==> src/rtl/fcu_pkg.sv <==
// ----------------------------------------------------------------------------
// fcu_pkg: shared types and codes of the font code to UTF-8 transcoder
// Holds the register map, mode and operation codes and the queue entry type.
// ----------------------------------------------------------------------------
package fcu_pkg;

    // Operation codes of an input beat.
    localparam logic OP_TABLE_WRITE = 1'b0;
    localparam logic OP_TEXT_BYTE   = 1'b1;

    // Encoding modes held in the mode register. The spare code acts as passthrough.
    localparam logic [1:0] MODE_PASSTHROUGH = 2'd0;
    localparam logic [1:0] MODE_TABLE       = 2'd1;
    localparam logic [1:0] MODE_IDENTITY    = 2'd2;

    // Register map (word index taken from the byte address).
    localparam logic REG_ENCODING_MODE = 1'b0;

    // Bus widths of the configuration port.
    localparam int ADDR_W = 3;
    localparam int DATA_W = 32;

    // One decoded code value on its way to the UTF-8 serializer.
    typedef struct packed {
        logic        raw;    // copy the low byte unchanged
        logic [15:0] value;  // code value or raw byte
    } t_q_entry;

endpackage

==> src/rtl/font_code_to_utf8_transcoder_core.sv <==
// ----------------------------------------------------------------------------
// font_code_to_utf8_transcoder_core: font character codes to UTF-8 bytes
// Input beats are taken one per cycle while the queue has room; the output
// runs one byte per cycle while the receiver is ready, and a code value
// becomes one to three bytes at the UTF-8 serializer.
// Reset (synchronous, active low) clears the mode register to passthrough, the
// pending identity byte, the queue and the per-entry valid bits of the table.
// ----------------------------------------------------------------------------
module font_code_to_utf8_transcoder_core #(
    parameter int QUEUE_DEPTH = 4
) (
    input  logic                         i_clk,
    input  logic                         i_rst_n,
    // Configuration port
    input  logic                         psel,
    input  logic                         penable,
    input  logic                         pwrite,
    input  logic [fcu_pkg::ADDR_W-1:0]   paddr,
    input  logic [fcu_pkg::DATA_W-1:0]   pwdata,
    output logic [fcu_pkg::DATA_W-1:0]   prdata,
    output logic                         pready,
    // Input channel
    input  logic                         i_in_valid,
    output logic                         o_in_ready,
    input  logic                         i_op,
    input  logic [7:0]                   i_code_byte,
    input  logic                         i_text_end,
    input  logic [7:0]                   i_entry_index,
    input  logic [15:0]                  i_entry_value,
    // Output channel
    output logic                         o_out_valid,
    input  logic                         i_out_ready,
    output logic [7:0]                   o_utf8_byte,
    output logic                         o_run_last
);

    // The mode register sits at byte address 0; address bit 2 selects the
    // word, so a write to the upper word is taken on the bus and ignored.
    logic [1:0]        r_mode;
    logic              reg_sel;

    logic              push;
    fcu_pkg::t_q_entry push_entry;
    logic              q_full;
    logic              q_valid;
    fcu_pkg::t_q_entry q_head;
    logic              pop;

    assign pready  = 1'b1;
    assign reg_sel = (paddr[2] == fcu_pkg::REG_ENCODING_MODE);
    assign prdata  = reg_sel ? {{(fcu_pkg::DATA_W - 2){1'b0}}, r_mode} : '0;

    always_ff @(posedge i_clk) begin
        if (!i_rst_n) begin
            r_mode <= fcu_pkg::MODE_PASSTHROUGH;
        end else if (psel && penable && pwrite && pready && reg_sel) begin
            r_mode <= pwdata[1:0];
        end
    end

    // Front: takes every input beat. Table writes and the first byte of an
    // identity pair finish here; the rest leave as code values after the
    // registered table read.
    fcu_front u_front (
        .i_clk         (i_clk),
        .i_rst_n       (i_rst_n),
        .i_mode        (r_mode),
        .i_in_valid    (i_in_valid),
        .o_in_ready    (o_in_ready),
        .i_op          (i_op),
        .i_code_byte   (i_code_byte),
        .i_text_end    (i_text_end),
        .i_entry_index (i_entry_index),
        .i_entry_value (i_entry_value),
        .i_q_full      (q_full),
        .o_push        (push),
        .o_push_entry  (push_entry)
    );

    // The queue lets the front keep accepting while a three-byte sequence
    // drains at the back.
    fcu_queue #(
        .QUEUE_DEPTH (QUEUE_DEPTH)
    ) u_queue (
        .i_clk        (i_clk),
        .i_rst_n      (i_rst_n),
        .i_push       (push),
        .i_push_entry (push_entry),
        .o_full       (q_full),
        .i_pop        (pop),
        .o_valid      (q_valid),
        .o_head       (q_head)
    );

    // Back: splits each code value into its UTF-8 bytes, one beat per cycle while
    // the receiver is ready, marking the final byte of each value.
    fcu_back u_back (
        .i_clk       (i_clk),
        .i_rst_n     (i_rst_n),
        .i_q_valid   (q_valid),
        .i_q_head    (q_head),
        .o_pop       (pop),
        .o_out_valid (o_out_valid),
        .i_out_ready (i_out_ready),
        .o_utf8_byte (o_utf8_byte),
        .o_run_last  (o_run_last)
    );

endmodule

==> src/rtl/fcu_front.sv <==
// ----------------------------------------------------------------------------
// fcu_front: accept and classify input beats
// Loads the code table, pairs identity bytes and looks up table codes.
// ----------------------------------------------------------------------------
module fcu_front (
    input  logic               i_clk,
    input  logic               i_rst_n,
    input  logic [1:0]         i_mode,
    input  logic               i_in_valid,
    output logic               o_in_ready,
    input  logic               i_op,
    input  logic [7:0]         i_code_byte,
    input  logic               i_text_end,
    input  logic [7:0]         i_entry_index,
    input  logic [15:0]        i_entry_value,
    input  logic               i_q_full,
    output logic               o_push,
    output fcu_pkg::t_q_entry  o_push_entry
);

    logic [15:0]       r_table [256];
    logic [255:0]      r_entry_valid;
    logic [15:0]       r_rd_data;
    logic              r_rd_hit;
    logic              r_s1_valid;
    logic              r_s1_table;
    fcu_pkg::t_q_entry r_s1_entry;
    logic [7:0]        r_pending_byte;
    logic              r_pending_valid;

    logic              s1_adv;
    logic              fire;
    logic              is_text;
    logic              produce;
    logic              use_table;
    fcu_pkg::t_q_entry n_entry;
    logic              n_pending_valid;

    assign s1_adv     = !r_s1_valid || !i_q_full;
    assign o_in_ready = s1_adv;
    assign fire       = i_in_valid && s1_adv;
    assign is_text    = (i_op == fcu_pkg::OP_TEXT_BYTE);

    always_comb begin
        produce         = 1'b0;
        use_table       = 1'b0;
        n_entry.raw     = 1'b0;
        n_entry.value   = {8'h00, i_code_byte};
        n_pending_valid = r_pending_valid;
        unique case (i_mode)
            fcu_pkg::MODE_TABLE: begin
                produce   = 1'b1;
                use_table = 1'b1;
            end
            fcu_pkg::MODE_IDENTITY: begin
                if (r_pending_valid) begin
                    produce         = 1'b1;
                    n_entry.value   = {i_code_byte, r_pending_byte};
                    n_pending_valid = 1'b0;
                end else if (!i_text_end) begin
                    n_pending_valid = 1'b1;
                end
            end
            default: begin
                produce     = 1'b1;
                n_entry.raw = 1'b1;
            end
        endcase
        if (i_text_end) begin
            n_pending_valid = 1'b0;
        end
    end

    // Table store: one write port, one registered read port.
    always_ff @(posedge i_clk) begin
        if (fire && !is_text) begin
            r_table[i_entry_index] <= i_entry_value;
        end
        if (fire && is_text && use_table) begin
            r_rd_data <= r_table[i_code_byte];
        end
    end

    always_ff @(posedge i_clk) begin
        if (!i_rst_n) begin
            r_entry_valid   <= '0;
            r_rd_hit        <= 1'b0;
            r_s1_valid      <= 1'b0;
            r_pending_valid <= 1'b0;
        end else begin
            if (fire && !is_text) begin
                r_entry_valid[i_entry_index] <= 1'b1;
            end
            if (fire && is_text) begin
                r_pending_valid <= n_pending_valid;
                if (use_table) begin
                    r_rd_hit <= r_entry_valid[i_code_byte];
                end
            end
            if (s1_adv) begin
                r_s1_valid <= fire && is_text && produce;
            end
        end
    end

    always_ff @(posedge i_clk) begin
        if (fire && is_text) begin
            if (!r_pending_valid) begin
                r_pending_byte <= i_code_byte;
            end
            if (s1_adv) begin
                r_s1_table <= use_table;
                r_s1_entry <= n_entry;
            end
        end
    end

    assign o_push             = r_s1_valid && !i_q_full;
    assign o_push_entry.raw   = r_s1_entry.raw && !r_s1_table;
    assign o_push_entry.value = r_s1_table ? (r_rd_hit ? r_rd_data : 16'h0000)
                                           : r_s1_entry.value;

endmodule

==> src/rtl/fcu_queue.sv <==
// ----------------------------------------------------------------------------
// fcu_queue: short queue between front and back
// A small first-in first-out buffer of decoded code values.
// ----------------------------------------------------------------------------
module fcu_queue #(
    parameter int QUEUE_DEPTH = 4
) (
    input  logic               i_clk,
    input  logic               i_rst_n,
    input  logic               i_push,
    input  fcu_pkg::t_q_entry  i_push_entry,
    output logic               o_full,
    input  logic               i_pop,
    output logic               o_valid,
    output fcu_pkg::t_q_entry  o_head
);

    localparam int PTR_W = $clog2(QUEUE_DEPTH);
    localparam int CNT_W = $clog2(QUEUE_DEPTH + 1);
    localparam logic [PTR_W-1:0] LAST_PTR = PTR_W'(QUEUE_DEPTH - 1);

    fcu_pkg::t_q_entry r_mem [QUEUE_DEPTH];
    logic [PTR_W-1:0]  r_wr_ptr;
    logic [PTR_W-1:0]  r_rd_ptr;
    logic [CNT_W-1:0]  r_count;

    assign o_full  = (r_count == CNT_W'(QUEUE_DEPTH));
    assign o_valid = (r_count != '0);
    assign o_head  = r_mem[r_rd_ptr];

    always_ff @(posedge i_clk) begin
        if (i_push) begin
            r_mem[r_wr_ptr] <= i_push_entry;
        end
    end

    always_ff @(posedge i_clk) begin
        if (!i_rst_n) begin
            r_wr_ptr <= '0;
            r_rd_ptr <= '0;
            r_count  <= '0;
        end else begin
            if (i_push) begin
                r_wr_ptr <= (r_wr_ptr == LAST_PTR) ? '0 : r_wr_ptr + 1'b1;
            end
            if (i_pop) begin
                r_rd_ptr <= (r_rd_ptr == LAST_PTR) ? '0 : r_rd_ptr + 1'b1;
            end
            if (i_push && !i_pop) begin
                r_count <= r_count + 1'b1;
            end else if (!i_push && i_pop) begin
                r_count <= r_count - 1'b1;
            end
        end
    end

endmodule

==> src/rtl/fcu_back.sv <==
// ----------------------------------------------------------------------------
// fcu_back: UTF-8 serializer
// Emits one to three bytes per code value through a registered output.
// ----------------------------------------------------------------------------
module fcu_back (
    input  logic               i_clk,
    input  logic               i_rst_n,
    input  logic               i_q_valid,
    input  fcu_pkg::t_q_entry  i_q_head,
    output logic               o_pop,
    output logic               o_out_valid,
    input  logic               i_out_ready,
    output logic [7:0]         o_utf8_byte,
    output logic               o_run_last
);

    logic              r_cur_valid;
    fcu_pkg::t_q_entry r_cur;
    logic [1:0]        r_pos;
    logic              r_out_valid;
    logic [7:0]        r_out_byte;
    logic              r_out_last;

    logic [1:0]        len;
    logic [7:0]        byte_sel;
    logic              cur_last;
    logic              load_out;

    always_comb begin
        if (r_cur.raw || (r_cur.value[15:7] == '0)) begin
            len = 2'd1;
        end else if (r_cur.value[15:11] == '0) begin
            len = 2'd2;
        end else begin
            len = 2'd3;
        end
    end

    always_comb begin
        byte_sel = {2'b10, r_cur.value[5:0]};
        case (len)
            2'd1: byte_sel = r_cur.raw ? r_cur.value[7:0] : {1'b0, r_cur.value[6:0]};
            2'd2: begin
                if (r_pos == 2'd0) begin
                    byte_sel = {3'b110, r_cur.value[10:6]};
                end
            end
            default: begin
                if (r_pos == 2'd0) begin
                    byte_sel = {4'b1110, r_cur.value[15:12]};
                end else if (r_pos == 2'd1) begin
                    byte_sel = {2'b10, r_cur.value[11:6]};
                end
            end
        endcase
    end

    assign cur_last = (r_pos == len - 2'd1);
    assign load_out = r_cur_valid && (!r_out_valid || i_out_ready);
    assign o_pop    = i_q_valid && (!r_cur_valid || (load_out && cur_last));

    always_ff @(posedge i_clk) begin
        if (!i_rst_n) begin
            r_cur_valid <= 1'b0;
            r_out_valid <= 1'b0;
            r_pos       <= 2'd0;
        end else begin
            if (o_pop) begin
                r_cur_valid <= 1'b1;
                r_pos       <= 2'd0;
            end else if (load_out) begin
                if (cur_last) begin
                    r_cur_valid <= 1'b0;
                end else begin
                    r_pos <= r_pos + 2'd1;
                end
            end
            if (load_out) begin
                r_out_valid <= 1'b1;
            end else if (i_out_ready) begin
                r_out_valid <= 1'b0;
            end
        end
    end

    always_ff @(posedge i_clk) begin
        if (o_pop) begin
            r_cur <= i_q_head;
        end
        if (load_out) begin
            r_out_byte <= byte_sel;
            r_out_last <= cur_last;
        end
    end

    assign o_out_valid = r_out_valid;
    assign o_utf8_byte = r_out_byte;
    assign o_run_last  = r_out_last;

endmodule

==> config.mk <==
export PLATFORM = sky130hd
export DESIGN_NAME = font_code_to_utf8_transcoder_core
export DESIGN_NICKNAME = d
export VERILOG_FILES = /design/src/rtl/fcu_pkg.sv /design/src/rtl/font_code_to_utf8_transcoder_core.sv /design/src/rtl/fcu_front.sv /design/src/rtl/fcu_queue.sv /design/src/rtl/fcu_back.sv
export SDC_FILE = /design/constraint.sdc
export NUM_CORES = 2
export LEC_CHECK = 0
export BUFFER_PORTS_ARGS = -buffer_cell sky130_fd_sc_hd__buf_2
export CAP_MARGIN = 40
export CORE_AREA = 2 2 561 563
export DETAILED_ROUTE_END_ITERATION = 12
export DIE_AREA = 0 0 563 565
export PLACE_DENSITY = 0.7
export SETUP_SLACK_MARGIN = 0.05
export SLEW_MARGIN = 20
export SYNTH_ARGS = -nofsm -noshare
export SYNTH_HDL_FRONTEND = slang
export SYNTH_MEMORY_MAX_BITS = 65536
export SYNTH_SLANG_ARGS = --single-unit
==> constraint.sdc <==
create_clock -name i_clk -period 3.7 [get_ports i_clk]
set_clock_uncertainty 0.2 [all_clocks]
set_input_delay 0.555 -clock i_clk [delete_from_list [all_inputs] [get_ports i_clk]]
set_output_delay 0.555 -clock i_clk [all_outputs]
set_load 0.01 [all_outputs]
Yosys cells after proc, flatten, opt, wreduce, memory -nomap -nowiden
Memories as Yosys holds them, arrays and structs flattened. A register that Yosys moved wholly into a read port is not among the register bits.
Index checks and enable logic that the tools add are counted.
{"block": "classes", "bitwise_logic": 5, "n_mux": 36, "reduce_logical": 46, "n_lt_le_gt_ge": 3, "n_addsub": 6, "n_eq_ne": 9}
{"operator": "OR 256 bit", "count": 1}
{"operator": "two-way mux 16 bit", "count": 2}
{"operator": "two-way mux 8 bit", "count": 4}
{"operator": "two-way mux 1 bit", "count": 19}
{"operator": "< comparator 8 x 9 -> 1 bit, second input constant", "count": 2}
{"operator": "logical AND 1 bit", "count": 16}
{"operator": "one-hot mux 8 bit (2 select lines)", "count": 1}
{"operator": "AND reduction 2 bit", "count": 7}
{"operator": "nonzero test 2 bit", "count": 5}
{"operator": "logical NOT 9 bit", "count": 1}
{"operator": "binary-select mux 1 bit (select 8 bit)", "count": 1}
{"operator": "demux 1 bit (select 8 bit)", "count": 1}
{"operator": "== test 2 bit, second input constant", "count": 4}
{"operator": ">= comparator 8 x 1 -> 1 bit, second input constant", "count": 1}
{"operator": "logical NOT 1 bit", "count": 8}
{"operator": "two-way mux 2 bit", "count": 4}
{"operator": "two-way mux 7 bit", "count": 1}
{"operator": "adder 2 x 1 -> 2 bit, second input constant", "count": 3}
{"operator": "== test 2 x 1 -> 1 bit, second input constant", "count": 3}
{"operator": "two-way mux 3 bit", "count": 2}
{"operator": "two-way mux 6 bit", "count": 1}
{"operator": "logical NOT 5 bit", "count": 1}
{"operator": "logical OR 1 bit", "count": 4}
{"operator": "inverter 1 bit", "count": 4}
{"operator": "other kinds (8)", "count": 9}
{"block": "word_totals", "in_bits": 76, "regBits": 307, "out_inout_bits": 44, "ram_bits": 4164, "elab_cells": 125, "mem_count": 2}
{"memory": "u_front.r_table", "words": 256, "word_bits": 16, "read_ports": 1, "rd_clocked_by_memory_dff": 1, "write_ports": 1, "line_no": "fcu_front.sv:21", "text": "logic [15:0] r_table [256];"}
{"memory": "u_queue.r_mem", "words": 4, "word_bits": 17, "read_ports": 1, "rd_clocked_by_memory_dff": 1, "write_ports": 1, "line_no": "fcu_queue.sv:22", "text": "fcu_pkg::t_q_entry r_mem [QUEUE_DEPTH];"}

Logic depth before layout (Yosys ltp)
{"block": "depth", "depth_word": 11, "mapped_depth": 12}

Cells and area by module
A second synthesis with hierarchy kept.
{"block": "unflattened", "hier_cells": 7899, "area_unflattened_um2": 170767.5}
{"mod": "fcu_front", "area_per_inst_um2": 166126.8, "seq_area_each_um2": 129444.1, "cells_per_inst": 7621, "instances": 1}
{"mod": "fcu_queue", "area_per_inst_um2": 2951.6, "seq_area_each_um2": 2222.1, "cells_per_inst": 133, "instances": 1}
{"mod": "fcu_back", "area_per_inst_um2": 1342.5, "seq_area_each_um2": 860.8, "cells_per_inst": 101, "instances": 1}
{"mod": "font_code_to_utf8_transcoder_core", "area_per_inst_um2": 346.6, "seq_area_each_um2": 40.0, "cells_per_inst": 44, "instances": 1}

Least setup slack after synthesis
OpenSTA, ideal clock, no wires.
{"block": "synth_path", "path_type": "input to register", "from": "in i_code_byte[1]", "to": "reg u_front.r_rd_data[10], read port of u_front.r_table, data pin", "t_required_ns": 3.241, "cell_stages": 11, "path_slack_ns": 0.548, "t_arrival_ns": 2.693, "path_cell_list": "buf_4 > buf_6 > buf_4 > clkbuf_1 > clkbuf_1 > mux4_2 > a22oi_1 > a21oi_1 > nor4_1 > o22ai_1 > or2_1"}
{"element": "start, declared", "line_no": "font_code_to_utf8_transcoder_core.sv:26", "text": "input logic [7:0] i_code_byte,"}
{"element": "end, declared", "line_no": "fcu_front.sv:23", "text": "logic [15:0] r_rd_data;"}

==> results.rst <==
.. list-table::
   :header-rows: 1

   * - Metric
     - Value
   * - Result of the run
     - complete, but fails checks
   * - Failing checks
     - setup timing
   * - Number of setup buffers added after CTS
     - 0
   * - Worst Setup End Kind
     - flip-flop
   * - Worst path cell trace
     - dlygate4sd3_1 > buf_2 > buf_4 > nor2b_4 > buf_12 > buf_4 > a22oi_1 > buf_4 > a21oi_1 > nor4_1 > buf_4 > o22ai_1 > or2_1
   * - Detailed Route WL
     - 438.8 mm
   * - Type of the tightest min-delay check
     - input pin to flip-flop
   * - Net count, final
     - 8941
   * - Top cells by area in the synthesized netlist
     - sky130_fd_sc_hd__edfxtp_1 (74%), sky130_fd_sc_hd__mux4_2 (14%), sky130_fd_sc_hd__dfxtp_1 (3.2%)
   * - Sequential share of the synthesized area
     - 77.51%
   * - #FFs+latches synth
     - 4504
   * - Cell Area, Placed
     - 183600 um^2
   * - Share of the synthesized area in the top cell type
     - 74.33%
   * - Chip Width
     - 563 um
   * - Initial DRC count
     - 12580
   * - Worst R2R Setup Slack
     - 210 ps
   * - EDFF count, synth
     - 4232
   * - Clock period minus worst slack
     - 3728 ps
   * - Number of slew-limit violations in the final report
     - 0
   * - Clock tree from TritonCTS
     - yes
   * - Final critical-path share of the clock period
     - 100.8%
   * - R2R Path End
     - u_front.r_table[127][9]$_DFFE_PP_
   * - Via count of the first global-routing pass
     - 87020
   * - Num rows
     - 205
   * - Cell occurring most often along the worst timing path
     - sky130_fd_sc_hd__buf_4
   * - Core outline area
     - 311400 um^2
   * - Largest buffer count on any clock path
     - 4
   * - Relative max-transition margin
     - 16.39%
   * - Area of all placed cells without fillers
     - 198400 um^2
   * - Vias
     - 87550
   * - CP startpoint kind
     - input pin
   * - Top cells by count, synth
     - sky130_fd_sc_hd__edfxtp_1 (4232), sky130_fd_sc_hd__mux4_2 (1089), sky130_fd_sc_hd__a22oi_1 (506), sky130_fd_sc_hd__nor2_1 (287), sky130_fd_sc_hd__clkbuf_1 (284)
   * - Bufs and invs on worst path
     - 7
   * - Cells after synthesis
     - 7894
   * - Crit path setup slack, layout
     - -28.35 ps
   * - Clock root buffer
     - sky130_fd_sc_hd__clkbuf_16
   * - Required time of the critical path
     - 4210 ps
   * - Final estimated routing congestion in global placement
     - 0.9039
   * - Pin count of the biggest net entering global routing
     - 129
   * - Fraction of layout instances using a drive strength above 1
     - 31.00%
   * - Via-to-Cell Ratio
     - 6.542
   * - Wire length of the first global-routing pass
     - 624.7 mm
   * - Cell at the slowest stage of the critical path
     - sky130_fd_sc_hd__nor4_1
   * - Die Area
     - 318100 um^2
   * - Number of detailed-route iterations in the first pass
     - 6
   * - Worst setup endpoint
     - u_front.r_rd_data[4]$_DFFE_PP_
   * - Antenna Violating Nets Remaining
     - 0
   * - Maximum clock frequency
     - 0.2682 GHz
   * - Net switching power figure
     - 23080 uW
   * - Yosys cell types
     - 69
   * - # Max-Cap Violations
     - 0
   * - Post-CTS resize count
     - 0
   * - # IOs
     - 120
   * - Number of H-tree levels
     - 5
   * - Area Overhead vs Synth
     - 16.01%
   * - Leakage component of the power
     - 0.06329 uW
   * - Number of setup violations in the final report
     - 1
   * - R2r worst-path depth
     - 7
   * - Overflow after GRT
     - 0
   * - # clock sinks
     - 4504
   * - Hold Violations, Final
     - 0
   * - Routed wire length per instance
     - 32.79 um
   * - Post-CTS Hold Fix Bufs
     - 26
   * - Effective utilization at floorplan
     - 54.91%
   * - DP Wirelength
     - 266.0 mm
   * - CP Launch Point
     - i_code_byte[4]
   * - Clock latency reported for the late side of the worst-skew pair
     - 970 ps
   * - Share of async-settable or async-resettable flops after synthesis
     - 0%
   * - Clock slew at reported path FFs
     - 60 ps
   * - Cell internal power dissipation
     - 84000 uW
   * - Peak fanout along the critical path
     - 38
   * - Unrepaired setup endpoints after global routing
     - no
   * - Biggest cell delay along the critical path
     - 740 ps
   * - Aggregate global-route resource usage
     - 27.44%
   * - Pwr Density
     - 539.8 nW/um^2
   * - WP data arrival
     - 4230 ps
   * - Dominant cell by count in the synthesized netlist
     - sky130_fd_sc_hd__edfxtp_1
   * - Min Hold Slack
     - 78.48 ps
   * - Fraction of power consumed by the clock network
     - 41.7%
   * - Logic depth of the worst setup path including buffers
     - 13
   * - Antenna violations before repair
     - 27
   * - Library cell with the largest summed area after synthesis
     - sky130_fd_sc_hd__edfxtp_1
   * - Synthesis Warnings
     - 0
   * - Kind of critical path
     - input pin to flip-flop
   * - Filler instances
     - 20260
   * - Measured slew at the worst slew-check pin
     - 1254 ps
   * - Sequential group share of total power
     - 52.5%
   * - Largest delay share family, worst path
     - buffers and inverters
   * - Num CTS Buffers
     - 438
   * - Worst IR Drop VDD
     - 0.4368 mV
   * - Average cell area after synthesis
     - 21.66 um^2
   * - Vertical die dimension
     - 565 um
   * - Mapped Area
     - 171000 um^2
   * - Startpoint of the worst register-to-register path
     - u_queue.r_count[1]$_SDFFE_PN0P_
   * - Combinational share of power
     - 5.9%
   * - Top FF cell, synth
     - sky130_fd_sc_hd__edfxtp_1
   * - Count of input and output buffers
     - 56
   * - Remaining design rule violation count
     - 0
   * - Switching power share of the total
     - 21.55%
[area by class of cell]
class	count	area (um^2)	area share [%]
Sequential cell	4504	132500	66.81
Multi-Input combinational cell	2874	36210	18.25
Clock buffer	538	11530	5.812
Timing Repair Buffer	1002	9846	4.964
Tap cell	4140	5180	2.612
Clock inverter	278	2907	1.465
Inverter	34	127.6	0.06434
Antenna cell	12	30.03	0.01514
[metal layers]
layer  wire, um  vias to the layer above  track usage, %  part of all wire, %
met5         73                        -               0                0.017
met1     168600                    46350           39.15                   38
met3      45610                      759           5.397                   10
met2     206900                     5191           42.54                   47
met4      17620                        8           10.47                  4.0
li1           -                    35240               -                    -
[metrics by stage]
step / util, % / cells / TNS, ps / total power, uW / worst slack [ps]
global route: 63.70 / 13380 / 0 / 109700 / 65.50
global placement: 58.92 / 12520 / -5895 / 63260 / -941.1
finish: 63.70 / 13380 / -28.35 / 107100 / -28.35
detailed placement: 58.97 / 12530 / -5229 / 63440 / -584.5
CTS: 63.69 / 13370 / 0 / 107500 / 133.9
floorplan: - / 7923 / 0 / 60300 / 547.9
[layout by cell type (no fill, tap or decap), drive strengths merged, types with 21 or more instances in the layout]
cell         Yosys  routed
edfxtp        4232    4232
mux4          1092    1092
buf            227     973
clkbuf         284     539
a22oi          518     518
nor2           287     287
a21oi          272     272
dfxtp          272     272
o21a           257     257
clkinv           1     203
nor4            73      73
nand2           54      54
inv             33      48
bufinv           0      47
o22ai           38      38
mux2i           37      37
o21ai           32      32
conb             2      31
nor2b           27      27
dlygate4sd3      0      26
or2             21      21
[sequential cells by signal (all words and copies together), names as in the netlist, 2 cells and up]
register	flops
u_front.r_entry_valid	256
u_front.r_table	4096
r_mode	2
u_queue.r_rd_ptr	2
u_back.r_pos	2
u_back.r_cur	17
u_front.r_s1_entry	17
u_queue.r_count	3
u_back.o_utf8_byte	8
u_front.r_rd_data	16
u_queue.r_wr_ptr	2
u_front.r_pending_byte	8
u_queue.r_mem	68
[worst min-delay path by stage]
stage | from | to | slack, ps | cells after the start
floorplan | u_front.r_entry_valid[37]$_SDFFE_PN0P_ | u_front.r_entry_valid[37]$_SDFFE_PN0P_ | 230 | 1
global placement | u_front.r_entry_valid[47]$_SDFFE_PN0P_ | u_front.r_entry_valid[47]$_SDFFE_PN0P_ | 240 | 1
detailed placement | u_front.r_entry_valid[41]$_SDFFE_PN0P_ | u_front.r_entry_valid[41]$_SDFFE_PN0P_ | 250 | 1
CTS | i_code_byte[5] | u_front.r_pending_byte[5]$_DFFE_PP_ | 2 | 2
global route | i_code_byte[5] | u_front.r_pending_byte[5]$_DFFE_PP_ | 40 | 2
finish | i_code_byte[5] | u_front.r_pending_byte[5]$_DFFE_PP_ | 80 | 2
[power groups by stage]
stage | combinational (uW) | clock, uW | sequential (uW)
global route | 6570 | 47000 | 56200
global placement | 5990 | 0 | 57300
CTS | 6220 | 45100 | 56200
finish | 6270 | 44600 | 56200
detailed placement | 6170 | 0 | 57300
floorplan | 3070 | 0 | 57200
[logic make-up after synthesis]
logic type / synth area share (%)
multiplexers: 14.72
AND/OR/NAND/NOR: 1.427
buffers and inverters: 1.567
XOR/XNOR: 0.01537
other: 0.004392
flip-flops: 77.51
adder cells (fa/ha/maj): 0.08489
AO/OA/AOI/OAI: 4.670
[worst reg2reg max path, cell delays in order (launching register included)]
cell                        delay, ps
sky130_fd_sc_hd__dfxtp_1          430
sky130_fd_sc_hd__nand4bb_1        570
sky130_fd_sc_hd__nand4b_1         270
sky130_fd_sc_hd__nor2_1           150
sky130_fd_sc_hd__buf_4            180
sky130_fd_sc_hd__nand2_1          470
sky130_fd_sc_hd__nor2_2           660
sky130_fd_sc_hd__buf_6            240
(Power assumes the default switching activity.)
